### src/spq_pkg.sv
// Shared types and constants for the sorted priority queue.
// No dependencies.
`timescale 1ns / 1ps

package spq_pkg;

    localparam int DEPTH    = 16;
    localparam int CNT_W    = $clog2(DEPTH + 1);
    localparam int DATA_W   = 32;
    localparam int PRIO_W   = 4;
    localparam int STAT_W   = 2;
    localparam int FILL_W   = 5;

    localparam logic [PRIO_W-1:0] PRIO_MIN = 4'd1;
    localparam logic [PRIO_W-1:0] PRIO_MAX = 4'd9;

    localparam logic OP_INSERT = 1'b0;
    localparam logic OP_REMOVE = 1'b1;

    typedef enum logic [STAT_W-1:0] {
        ST_OK      = 2'd0,
        ST_FULL    = 2'd1,
        ST_EMPTY   = 2'd2,
        ST_BADPRIO = 2'd3
    } t_status;

    typedef struct packed {
        logic signed [DATA_W-1:0] data;
        logic [PRIO_W-1:0]        prio;
    } t_entry;

    typedef struct packed {
        logic   ins;
        logic   rem;
        t_entry item;
    } t_ctl;

endpackage

### src/spq_cell.sv
// One slot of the sorted queue: holds an entry and shifts with its neighbors.
// Depends on spq_pkg.
`timescale 1ns / 1ps

module spq_cell
    import spq_pkg::*;
(
    input  logic   i_clk,
    input  t_ctl   i_ctl,
    input  logic   i_occ,
    input  logic   i_left_keep,
    input  t_entry i_left,
    input  t_entry i_right,
    output logic   o_keep,
    output t_entry o_entry
);

    t_entry r_entry;
    t_entry n_entry;

    assign o_keep  = i_occ && (r_entry.prio >= i_ctl.item.prio);
    assign o_entry = r_entry;

    always_comb begin
        n_entry = r_entry;
        if (i_ctl.ins) begin
            if (!o_keep) begin
                n_entry = i_left_keep ? i_ctl.item : i_left;
            end
        end else if (i_ctl.rem) begin
            n_entry = i_right;
        end
    end

    always_ff @(posedge i_clk) begin
        r_entry <= n_entry;
    end

endmodule

### src/sorted_priority_queue.sv
// Sorted priority queue: a row of DEPTH slots kept in order, highest priority
// at the head and ties in arrival order. Each transaction is an insert or a
// remove and yields one result in the cycle after it is accepted. The queue
// takes one transaction per clock as long as results are taken; the row of
// slots compares and shifts in the accepting cycle, so the only wait is a
// stalled result register. Inserts into a full queue or with priority outside
// 1..9 are rejected with a status; removes from an empty queue return zeros.
// Depends on spq_pkg and spq_cell.
`timescale 1ns / 1ps

module sorted_priority_queue
    import spq_pkg::*;
(
    input  logic                     i_clk,
    input  logic                     i_rst_n,
    input  logic                     i_in_valid,
    output logic                     o_in_stall,
    input  logic                     i_op,
    input  logic signed [DATA_W-1:0] i_data_in,
    input  logic [PRIO_W-1:0]        i_prio_in,
    output logic                     o_out_valid,
    input  logic                     i_out_stall,
    output logic [STAT_W-1:0]        o_status,
    output logic signed [DATA_W-1:0] o_data_out,
    output logic [PRIO_W-1:0]        o_prio_out,
    output logic [FILL_W-1:0]        o_fill
);

    logic [CNT_W-1:0]   r_count;
    logic [CNT_W-1:0]   n_count;
    logic               r_out_valid;
    t_status            r_status;
    t_status            n_status;
    logic signed [DATA_W-1:0] r_data;
    logic signed [DATA_W-1:0] n_data;
    logic [PRIO_W-1:0]  r_prio;
    logic [PRIO_W-1:0]  n_prio;

    logic               w_accept;
    logic               w_full;
    logic               w_empty;
    logic               w_prio_ok;
    t_ctl               w_ctl;
    logic [DEPTH-1:0]   w_occ;
    logic [DEPTH-1:0]   w_keep;
    t_entry             w_entry [DEPTH];

    assign o_in_stall = r_out_valid && i_out_stall;
    assign w_accept   = i_in_valid && !o_in_stall;
    assign w_full     = (r_count == CNT_W'(DEPTH));
    assign w_empty    = (r_count == '0);
    assign w_prio_ok  = (i_prio_in >= PRIO_MIN) && (i_prio_in <= PRIO_MAX);

    assign w_ctl.ins       = w_accept && (i_op == OP_INSERT) && !w_full && w_prio_ok;
    assign w_ctl.rem       = w_accept && (i_op == OP_REMOVE) && !w_empty;
    assign w_ctl.item.data = i_data_in;
    assign w_ctl.item.prio = i_prio_in;

    genvar gi;
    generate
        for (gi = 0; gi < DEPTH; gi++) begin : g_cell
            t_entry w_left;
            t_entry w_right;
            logic   w_left_keep;

            assign w_occ[gi] = (r_count > CNT_W'(gi));

            if (gi == 0) begin : g_head
                assign w_left      = '0;
                assign w_left_keep = 1'b1;
            end else begin : g_body
                assign w_left      = w_entry[gi-1];
                assign w_left_keep = w_keep[gi-1];
            end

            if (gi == DEPTH - 1) begin : g_tail
                assign w_right = '0;
            end else begin : g_inner
                assign w_right = w_entry[gi+1];
            end

            spq_cell u_cell (
                .i_clk       (i_clk),
                .i_ctl       (w_ctl),
                .i_occ       (w_occ[gi]),
                .i_left_keep (w_left_keep),
                .i_left      (w_left),
                .i_right     (w_right),
                .o_keep      (w_keep[gi]),
                .o_entry     (w_entry[gi])
            );
        end
    endgenerate

    always_comb begin
        n_count  = r_count;
        n_status = ST_OK;
        n_data   = '0;
        n_prio   = '0;
        if (i_op == OP_INSERT) begin
            if (w_full) begin
                n_status = ST_FULL;
            end else if (!w_prio_ok) begin
                n_status = ST_BADPRIO;
            end else begin
                n_count = r_count + CNT_W'(1);
            end
        end else begin
            if (w_empty) begin
                n_status = ST_EMPTY;
            end else begin
                n_data  = w_entry[0].data;
                n_prio  = w_entry[0].prio;
                n_count = r_count - CNT_W'(1);
            end
        end
    end

    always_ff @(posedge i_clk) begin
        if (!i_rst_n) begin
            r_count     <= '0;
            r_out_valid <= 1'b0;
        end else begin
            if (w_accept) begin
                r_count     <= n_count;
                r_out_valid <= 1'b1;
            end else if (!i_out_stall) begin
                r_out_valid <= 1'b0;
            end
        end
    end

    always_ff @(posedge i_clk) begin
        if (w_accept) begin
            r_status <= n_status;
            r_data   <= n_data;
            r_prio   <= n_prio;
        end
    end

    assign o_out_valid = r_out_valid;
    assign o_status    = r_status;
    assign o_data_out  = r_data;
    assign o_prio_out  = r_prio;
    assign o_fill      = FILL_W'(r_count);

endmodule

### config.mk
export PLATFORM = sky130hd
export DESIGN_NAME = sorted_priority_queue
export DESIGN_NICKNAME = d
export VERILOG_FILES = /design/src/spq_pkg.sv /design/src/spq_cell.sv /design/src/sorted_priority_queue.sv
export SDC_FILE = /design/constraint.sdc
export NUM_CORES = 1
export LEC_CHECK = 0
export ABC_CLOCK_PERIOD_IN_PS = 13460
export CORE_ASPECT_RATIO = 1.75
export CORE_MARGIN = 5
export CORE_UTILIZATION = 30
export CTS_CLUSTER_SIZE = 14
export DETAILED_ROUTE_END_ITERATION = 8
export DONT_BUFFER_PORTS = 1
export RECOVER_POWER = 100
export SETUP_SLACK_MARGIN = 0.3
export SYNTH_ARGS = -nofsm -noshare
export SYNTH_HDL_FRONTEND = slang
export SYNTH_HIERARCHICAL = 1
export SYNTH_SLANG_ARGS = --single-unit
### constraint.sdc
create_clock -name i_clk -period 13.46 [get_ports i_clk]
set_input_delay 1.346 -clock i_clk [delete_from_list [all_inputs] [get_ports i_clk]]
set_output_delay 1.346 -clock i_clk [all_outputs]
set_load 0.01 [all_outputs]
==> impl_metrics.env, run 1 <==
export IMPL_violations="capacitance limit, slew limit"
export IMPL_drv_cap=18
export IMPL_min_from="g_cell[15].u_cell/o_entry[21]$_DFFE_PP_"
export IMPL_cts_resized=0
export IMPL_drtPass1Iterations=5
export IMPL_max_clock_freq_ghz=0.112
export IMPL_setup_viol=0
export IMPL_rsz0062_at_grt="false"
export IMPL_drtIter0Drc=1293
export IMPL_antenna_left=0
export IMPL_grt_max_degree=295
export IMPL_n_fill_cell=11119
export IMPL_path_clk_slew_ns=0.06
export IMPL_pwr_share_comb=0.171
export IMPL_final_hold_viol_count=0
export IMPL_cts_tree="done"
export IMPL_avgSynthCellArea_um2=11.6
export IMPL_hp_class="flop to flop"
export IMPL_netlist_instances=2908
export IMPL_peakVddDrop_v=0.0000894
export IMPL_p_per_area_mw_per_mm2=138
export IMPL_rows=162
export IMPL_maxSlewViolCount=740
export IMPL_ff2ff_path_depth=7
export IMPL_setup_tns_ns=0
export IMPL_p_sw_mw=1.40
export IMPL_antenna_found_initial=2
export IMPL_grt_pass1_vias=21205
export IMPL_initial_core_util=0.302
export IMPL_cpMostUsedCell="clkbuf_1"
export IMPL_hold_path_depth=2
export IMPL_drc=0
export IMPL_post_route_period_util=0.662
export IMPL_r2r_start="o_out_valid$_SDFFE_PN0P_"
export IMPL_dpl_hpwl_mm=51.3
export IMPL_netSwitchingFraction=0.280
export IMPL_criticalPathCategory="input port to flop"
export IMPL_die_h_um=453
export IMPL_worstPathCellList="a21boi_0 > clkbuf_1 > and3_1 > clkbuf_1 > nor2_1 > a31oi_4 > buf_4"
export IMPL_cts_htree_levels=2
export IMPL_grt_overflow_total=0
export IMPL_cts_sinks=620
export IMPL_synth_area_mm2=0.0336
export IMPL_status="finished, violations left"
export IMPL_grt_usage=0.136
export IMPL_numCtsBuffers=55
export IMPL_wl_per_cell_um=19.3
export IMPL_rrSetupSlack_ns=4.91
export IMPL_core_mm2=0.111
export IMPL_cp_slowest_cell="and3_1"
export IMPL_p_seq_frac=0.508
export IMPL_crit_family="buffers and inverters"
export IMPL_hold_ws_ns=0.583
export IMPL_viasPerCell=4.86
export IMPL_vias=21360
export IMPL_power_internal_mw=3.59
export IMPL_nets=2985
export IMPL_gp_congestion=0.781
export IMPL_port_buffers=0
export IMPL_cts_buffer_depth=3
export IMPL_ctsHoldBuffers=0
export IMPL_slowest_delay_ns=2.51
export IMPL_post_cts_setup_buffer_count=0
export IMPL_root_buffer="clkbuf_16"
export IMPL_crit_path_max_fanout=75
export IMPL_cp_end_kind="flop"
export IMPL_period_minus_slack_ns=8.91
export IMPL_p_leak_nw=12.1
export IMPL_cp_arrival_ns=9.16
export IMPL_grt_pass1_wl_mm=129
export IMPL_area_growth_pct=7.67
export IMPL_min_to="g_cell[14].u_cell/o_entry[21]$_DFFE_PP_"
export IMPL_tightestPinTransition_ns=3.26
export IMPL_drt_wl_total_mm=84.7
export IMPL_drive_gt1_frac=0.0446
export IMPL_yosysWarnings=6
export IMPL_critPathBufInv=3
export IMPL_final_cell_mix="edfxtp_1, nor2_1, a21oi_1, mux2i_1, conb_1"
export IMPL_final_common_cell="edfxtp_1"
export IMPL_worst_ep_required_time_ns=13.71
export IMPL_relSlewSlack=-1.17
export IMPL_rr_endpoint="g_cell[9].u_cell/o_entry[20]$_DFFE_PP_"
export IMPL_die_area_mm2=0.119
export IMPL_clkLatencyLatePin_ns=0.64
export IMPL_cp_start_kind="input port"
export IMPL_die_w_um=263
export IMPL_io_pins=86
export IMPL_finClkSkew_ns=0.0214
export IMPL_pwr_share_clk=0.322
power groups by stage:
| stage | Combinational [mW] | Sequential, mW | Clock, mW |
|---|---|---|---|
| floorplan | 0.689 | 2.53 | 0 |
| global placement | 0.855 | 2.56 | 0 |
| detailed placement | 0.872 | 2.56 | 0 |
| CTS | 0.872 | 2.52 | 1.66 |
| global route | 0.943 | 2.56 | 1.73 |
| finish | 0.852 | 2.53 | 1.60 |
flip-flops by register name, indices dropped and copies added, names as in the netlist:
register,count
g_cell.u_cell/o_entry,576
o_out_valid,1
o_status,2
o_data_out,32
o_fill,5
o_prio_out,4
worst register-to-register path: stages, from the launching register on:
cell	delay [ns]
dfxtp_1	0.35
a21boi_0	0.16
clkbuf_1	1.66
and3_1	2.52
clkbuf_1	2.25
nor2_1	0.30
a31oi_4	0.26
buf_4	0.65
final cells by class:
class	instances	area (um^2)	area share
timing repair buffer	42	264	0.00729
inverter	70	263	0.00726
multi-input combinational	2085	13500	0.373
tap	1476	1850	0.0510
clock inverter	18	171	0.00474
clock buffer	80	1590	0.0438
sequential	620	18600	0.513
antenna	3	7.51	0.000207
metal layers:
metal,part of all wire,GRT usage,vias up
met4,0.029,0.0418,0
met5,0,0,-
li1,-,-,10593
met1,0.39,0.153,10256
met2,0.54,0.261,390
met3,0.043,0.0213,121
stage by stage:
| stage | power [mW] | cell area [um^2] | setup slack, ns | utilization | std cells |
|---|---|---|---|---|---|
| final | 4.99 | 36200 | 4.55 | 0.325 | 4394 |
| after global routing | 5.23 | 36200 | 3.68 | 0.325 | 4392 |
| after CTS | 5.05 | 36300 | 7.84 | 0.326 | 4391 |
| after detailed placement | 3.43 | 34500 | 7.18 | 0.310 | 4293 |
| after global placement | 3.41 | 34500 | 7.24 | 0.310 | 4293 |
| after floorplan | 3.22 | 33900 | 6.61 | - | 2979 |
worst max-delay path by stage:
stage / startpoint / endpoint / slack (ns) / cells after the start
5_1_grt: i_in_valid / g_cell[9].u_cell/o_entry[34]$_DFFE_PP_ / 3.68 / 7
3_5_place_dp: i_in_valid / g_cell[15].u_cell/o_entry[11]$_DFFE_PP_ / 7.18 / 7
2_1_floorplan: i_in_valid / g_cell[11].u_cell/o_entry[0]$_DFFE_PP_ / 6.61 / 5
4_1_cts: i_in_valid / g_cell[14].u_cell/o_entry[11]$_DFFE_PP_ / 7.84 / 7
3_3_place_gp: i_in_valid / g_cell[10].u_cell/o_entry[8]$_DFFE_PP_ / 7.24 / 7
6_report: i_in_valid / g_cell[9].u_cell/o_entry[20]$_DFFE_PP_ / 4.55 / 7
(Power assumes the default switching activity.)
==> run 2: changes to the inputs <==
--- a/config.mk
+++ b/config.mk
@@ -5,7 +5,7 @@
 export SDC_FILE = /design/constraint.sdc
 export NUM_CORES = 1
 export LEC_CHECK = 0
-export ABC_CLOCK_PERIOD_IN_PS = 13460
+export ABC_CLOCK_PERIOD_IN_PS = 8150
 export CORE_ASPECT_RATIO = 1.75
 export CORE_MARGIN = 5
 export CORE_UTILIZATION = 30
==> constraint.sdc (replaced) <==
create_clock -name i_clk -period 8.15 [get_ports i_clk]
set_input_delay 0.815 -clock i_clk [delete_from_list [all_inputs] [get_ports i_clk]]
set_output_delay 0.815 -clock i_clk [all_outputs]
set_load 0.01 [all_outputs]
==> run 2 against run 1 <==
The flow still finishes with violations (capacitance limit, slew limit). Clock power increased by 61%. Total power up 63%. Combinational power rose by 64%. Worst setup slack got worse by 2.3 ns. Routed wire length is 2.1% lower. Non-clock buffer count shrank 2. Largest cell class unchanged.
==> impl_metrics.env, run 2 (synthesized netlist as in run 1, its figures left out) <==
export IMPL_relSlewSlack=-0.611
export IMPL_drv_cap=4
export IMPL_path_clk_slew_ns=0.07
export IMPL_cts_buffer_depth=3
export IMPL_area_growth_pct=7.68
export IMPL_ctsHoldBuffers=0
export IMPL_period_minus_slack_ns=5.85
export IMPL_ff2ff_path_depth=6
export IMPL_port_buffers=0
export IMPL_final_cell_mix="edfxtp_1, nor2_1, a21oi_1, mux2i_1, conb_1"
export IMPL_cts_htree_levels=2
export IMPL_total_power_mw=8.13
export IMPL_crit_path_max_fanout=68
export IMPL_critPathBufInv=2
export IMPL_vias=21221
export IMPL_root_buffer="clkbuf_16"
export IMPL_antenna_left=0
export IMPL_place_ws_ns=3.43
export IMPL_core_mm2=0.111
export IMPL_min_to="o_out_valid$_SDFFE_PN0P_"
export IMPL_violations="capacitance limit, slew limit"
export IMPL_viasPerCell=4.84
export IMPL_top_usage_layer="met2"
export IMPL_drive_gt1_frac=0.0488
export IMPL_final_common_cell="edfxtp_1"
export IMPL_crit_family="buffers and inverters"
export IMPL_die_area_mm2=0.119
export IMPL_worstPathCellList="a21boi_4 > clkbuf_1 > and3_4 > nor2_1 > a31oi_4 > clkbuf_1"
export IMPL_finClkSkew_ns=0.0191
export IMPL_drc=0
export IMPL_grt_usage=0.132
export IMPL_io_pins=86
export IMPL_slowest_delay_ns=1.73
export IMPL_cts_resized=0
export IMPL_peakVddDrop_v=0.000175
export IMPL_maxSlewViolCount=122
export IMPL_nets=2983
export IMPL_max_clock_freq_ghz=0.171
export IMPL_die_w_um=263
export IMPL_rows=162
export IMPL_setup_tns_ns=0
export IMPL_cp_end_kind="flop"
export IMPL_criticalPathCategory="flop to flop"
export IMPL_drtIter0Drc=1156
export IMPL_tightestPinTransition_ns=2.42
export IMPL_p_per_area_mw_per_mm2=225
export IMPL_drt_wl_total_mm=83.0
export IMPL_grt_max_degree=276
export IMPL_cpMostUsedCell="clkbuf_1"
export IMPL_post_route_period_util=0.718
export IMPL_rr_endpoint="g_cell[0].u_cell/o_entry[29]$_DFFE_PP_"
export IMPL_min_from="i_rst_n"
export IMPL_drtPass1Iterations=5
export IMPL_hp_class="input port to flop"
export IMPL_r2r_start="o_out_valid$_SDFFE_PN0P_"
export IMPL_rrSetupSlack_ns=2.30
export IMPL_die_h_um=453
export IMPL_grt_met2_usage=0.264
export IMPL_wl_per_cell_um=18.9
export IMPL_setup_ws_ns=2.30
export IMPL_p_leak_nw=12.1
export IMPL_grt_pass1_wl_mm=126
export IMPL_cp_slowest_cell="clkbuf_1"
export IMPL_cp_arrival_ns=6.06
export IMPL_grt_met1_usage=0.144
export IMPL_cts_tree="done"
export IMPL_largest_register_ffs=576
export IMPL_post_cts_setup_buffer_count=0
export IMPL_setup_viol=0
export IMPL_worst_ep_required_time_ns=8.35
export IMPL_rsz0062_at_grt="false"
export IMPL_hold_path_depth=1
export IMPL_grt_pass1_vias=21103
export IMPL_final_hold_viol_count=0
export IMPL_clkLatencyLatePin_ns=0.61
export IMPL_gp_congestion=0.780
export IMPL_cts_sinks=620
export IMPL_cp_start_kind="flop"
export IMPL_status="finished, violations left"
export IMPL_n_fill_cell=11220
export IMPL_antenna_found_initial=2
export IMPL_met3_usage=0.0173
export IMPL_grt_overflow_total=0
export IMPL_dpl_hpwl_mm=51.4
export IMPL_initial_core_util=0.302
export IMPL_numCtsBuffers=55
==> run 2: cell types whose count changed in the layout (fill, tap and decap cells not counted), moves of 2 or more <==
cell       change
buf_12         +2
buf_4         +10
clkbuf_1      -17
clkbuf_16      -2
clkbuf_8       -3
clkinv_1       +3
clkinv_2       +5
diode_2        -2
inv_4          -2
==> run 2: where the power goes <==
| group | internal, mW | switching (mW) |
|---|---|---|
| logic | 0.500 | 0.899 |
| clock network | 1.37 | 1.19 |
| registers | 3.98 | 0.190 |
| total | 5.85 | 2.28 |
==> run 2: cell type report <==
| type | count | area, um^2 | share of cell area |
|---|---|---|---|
| clock inverters | 25 | 203 | 0.00560 |
| flip-flops and latches | 620 | 18600 | 0.513 |
| inverters | 70 | 263 | 0.00726 |
| diodes | 1 | 2.50 | 0.0000691 |
| well taps | 1476 | 1850 | 0.0510 |
| clock buffers | 72 | 1480 | 0.0410 |
| multi-input cells | 2085 | 13500 | 0.373 |
| repair buffers | 40 | 327 | 0.00902 |
==> run 2: metal layers <==
metal	routed length, um	up-vias
met5	0	-
met4	2170	0
met3	2580	125
met2	46000	316
met1	32200	10207
li1	-	10573
==> run 2: how the worst max path moves through the flow <==
stage                                   from                                      end  slack [ns]  cells past startpoint
global route        o_out_valid$_SDFFE_PN0P_   g_cell[0].u_cell/o_entry[11]$_DFFE_PP_        1.79                      6
floorplan                         i_in_valid   g_cell[11].u_cell/o_entry[0]$_DFFE_PP_        1.83                      5
CTS                   o_fill[0]$_SDFFE_PN0P_  g_cell[10].u_cell/o_entry[30]$_DFFE_PP_        3.75                      8
global placement                  i_in_valid  g_cell[10].u_cell/o_entry[20]$_DFFE_PP_        3.49                      7
finish              o_out_valid$_SDFFE_PN0P_   g_cell[0].u_cell/o_entry[29]$_DFFE_PP_        2.30                      6
detailed placement                i_in_valid  g_cell[10].u_cell/o_entry[29]$_DFFE_PP_        3.43                      7
==> run 2: through the flow <==
| step | std cells | area, um^2 | hold slack (ns) | utilization |
|---|---|---|---|---|
| finish | 4389 | 36200 | 0.329 | 0.325 |
| global route | 4389 | 36200 | 0.311 | 0.325 |
| CTS | 4388 | 36200 | 0.299 | 0.326 |
| detailed placement | 4291 | 34500 | 0.563 | 0.310 |
| global placement | 4291 | 34500 | 0.552 | 0.310 |
| floorplan | 2979 | 33900 | 0.537 | - |
==> run 2: worst register-to-register path: cells and delay by family, from the launching register on <==
kind,cells,cell delay (ns)
buffers and inverters,2,2.98
and+or+nand+nor,2,1.27
AOI/OAI and AO/OA,2,0.82
DFF,1,0.37
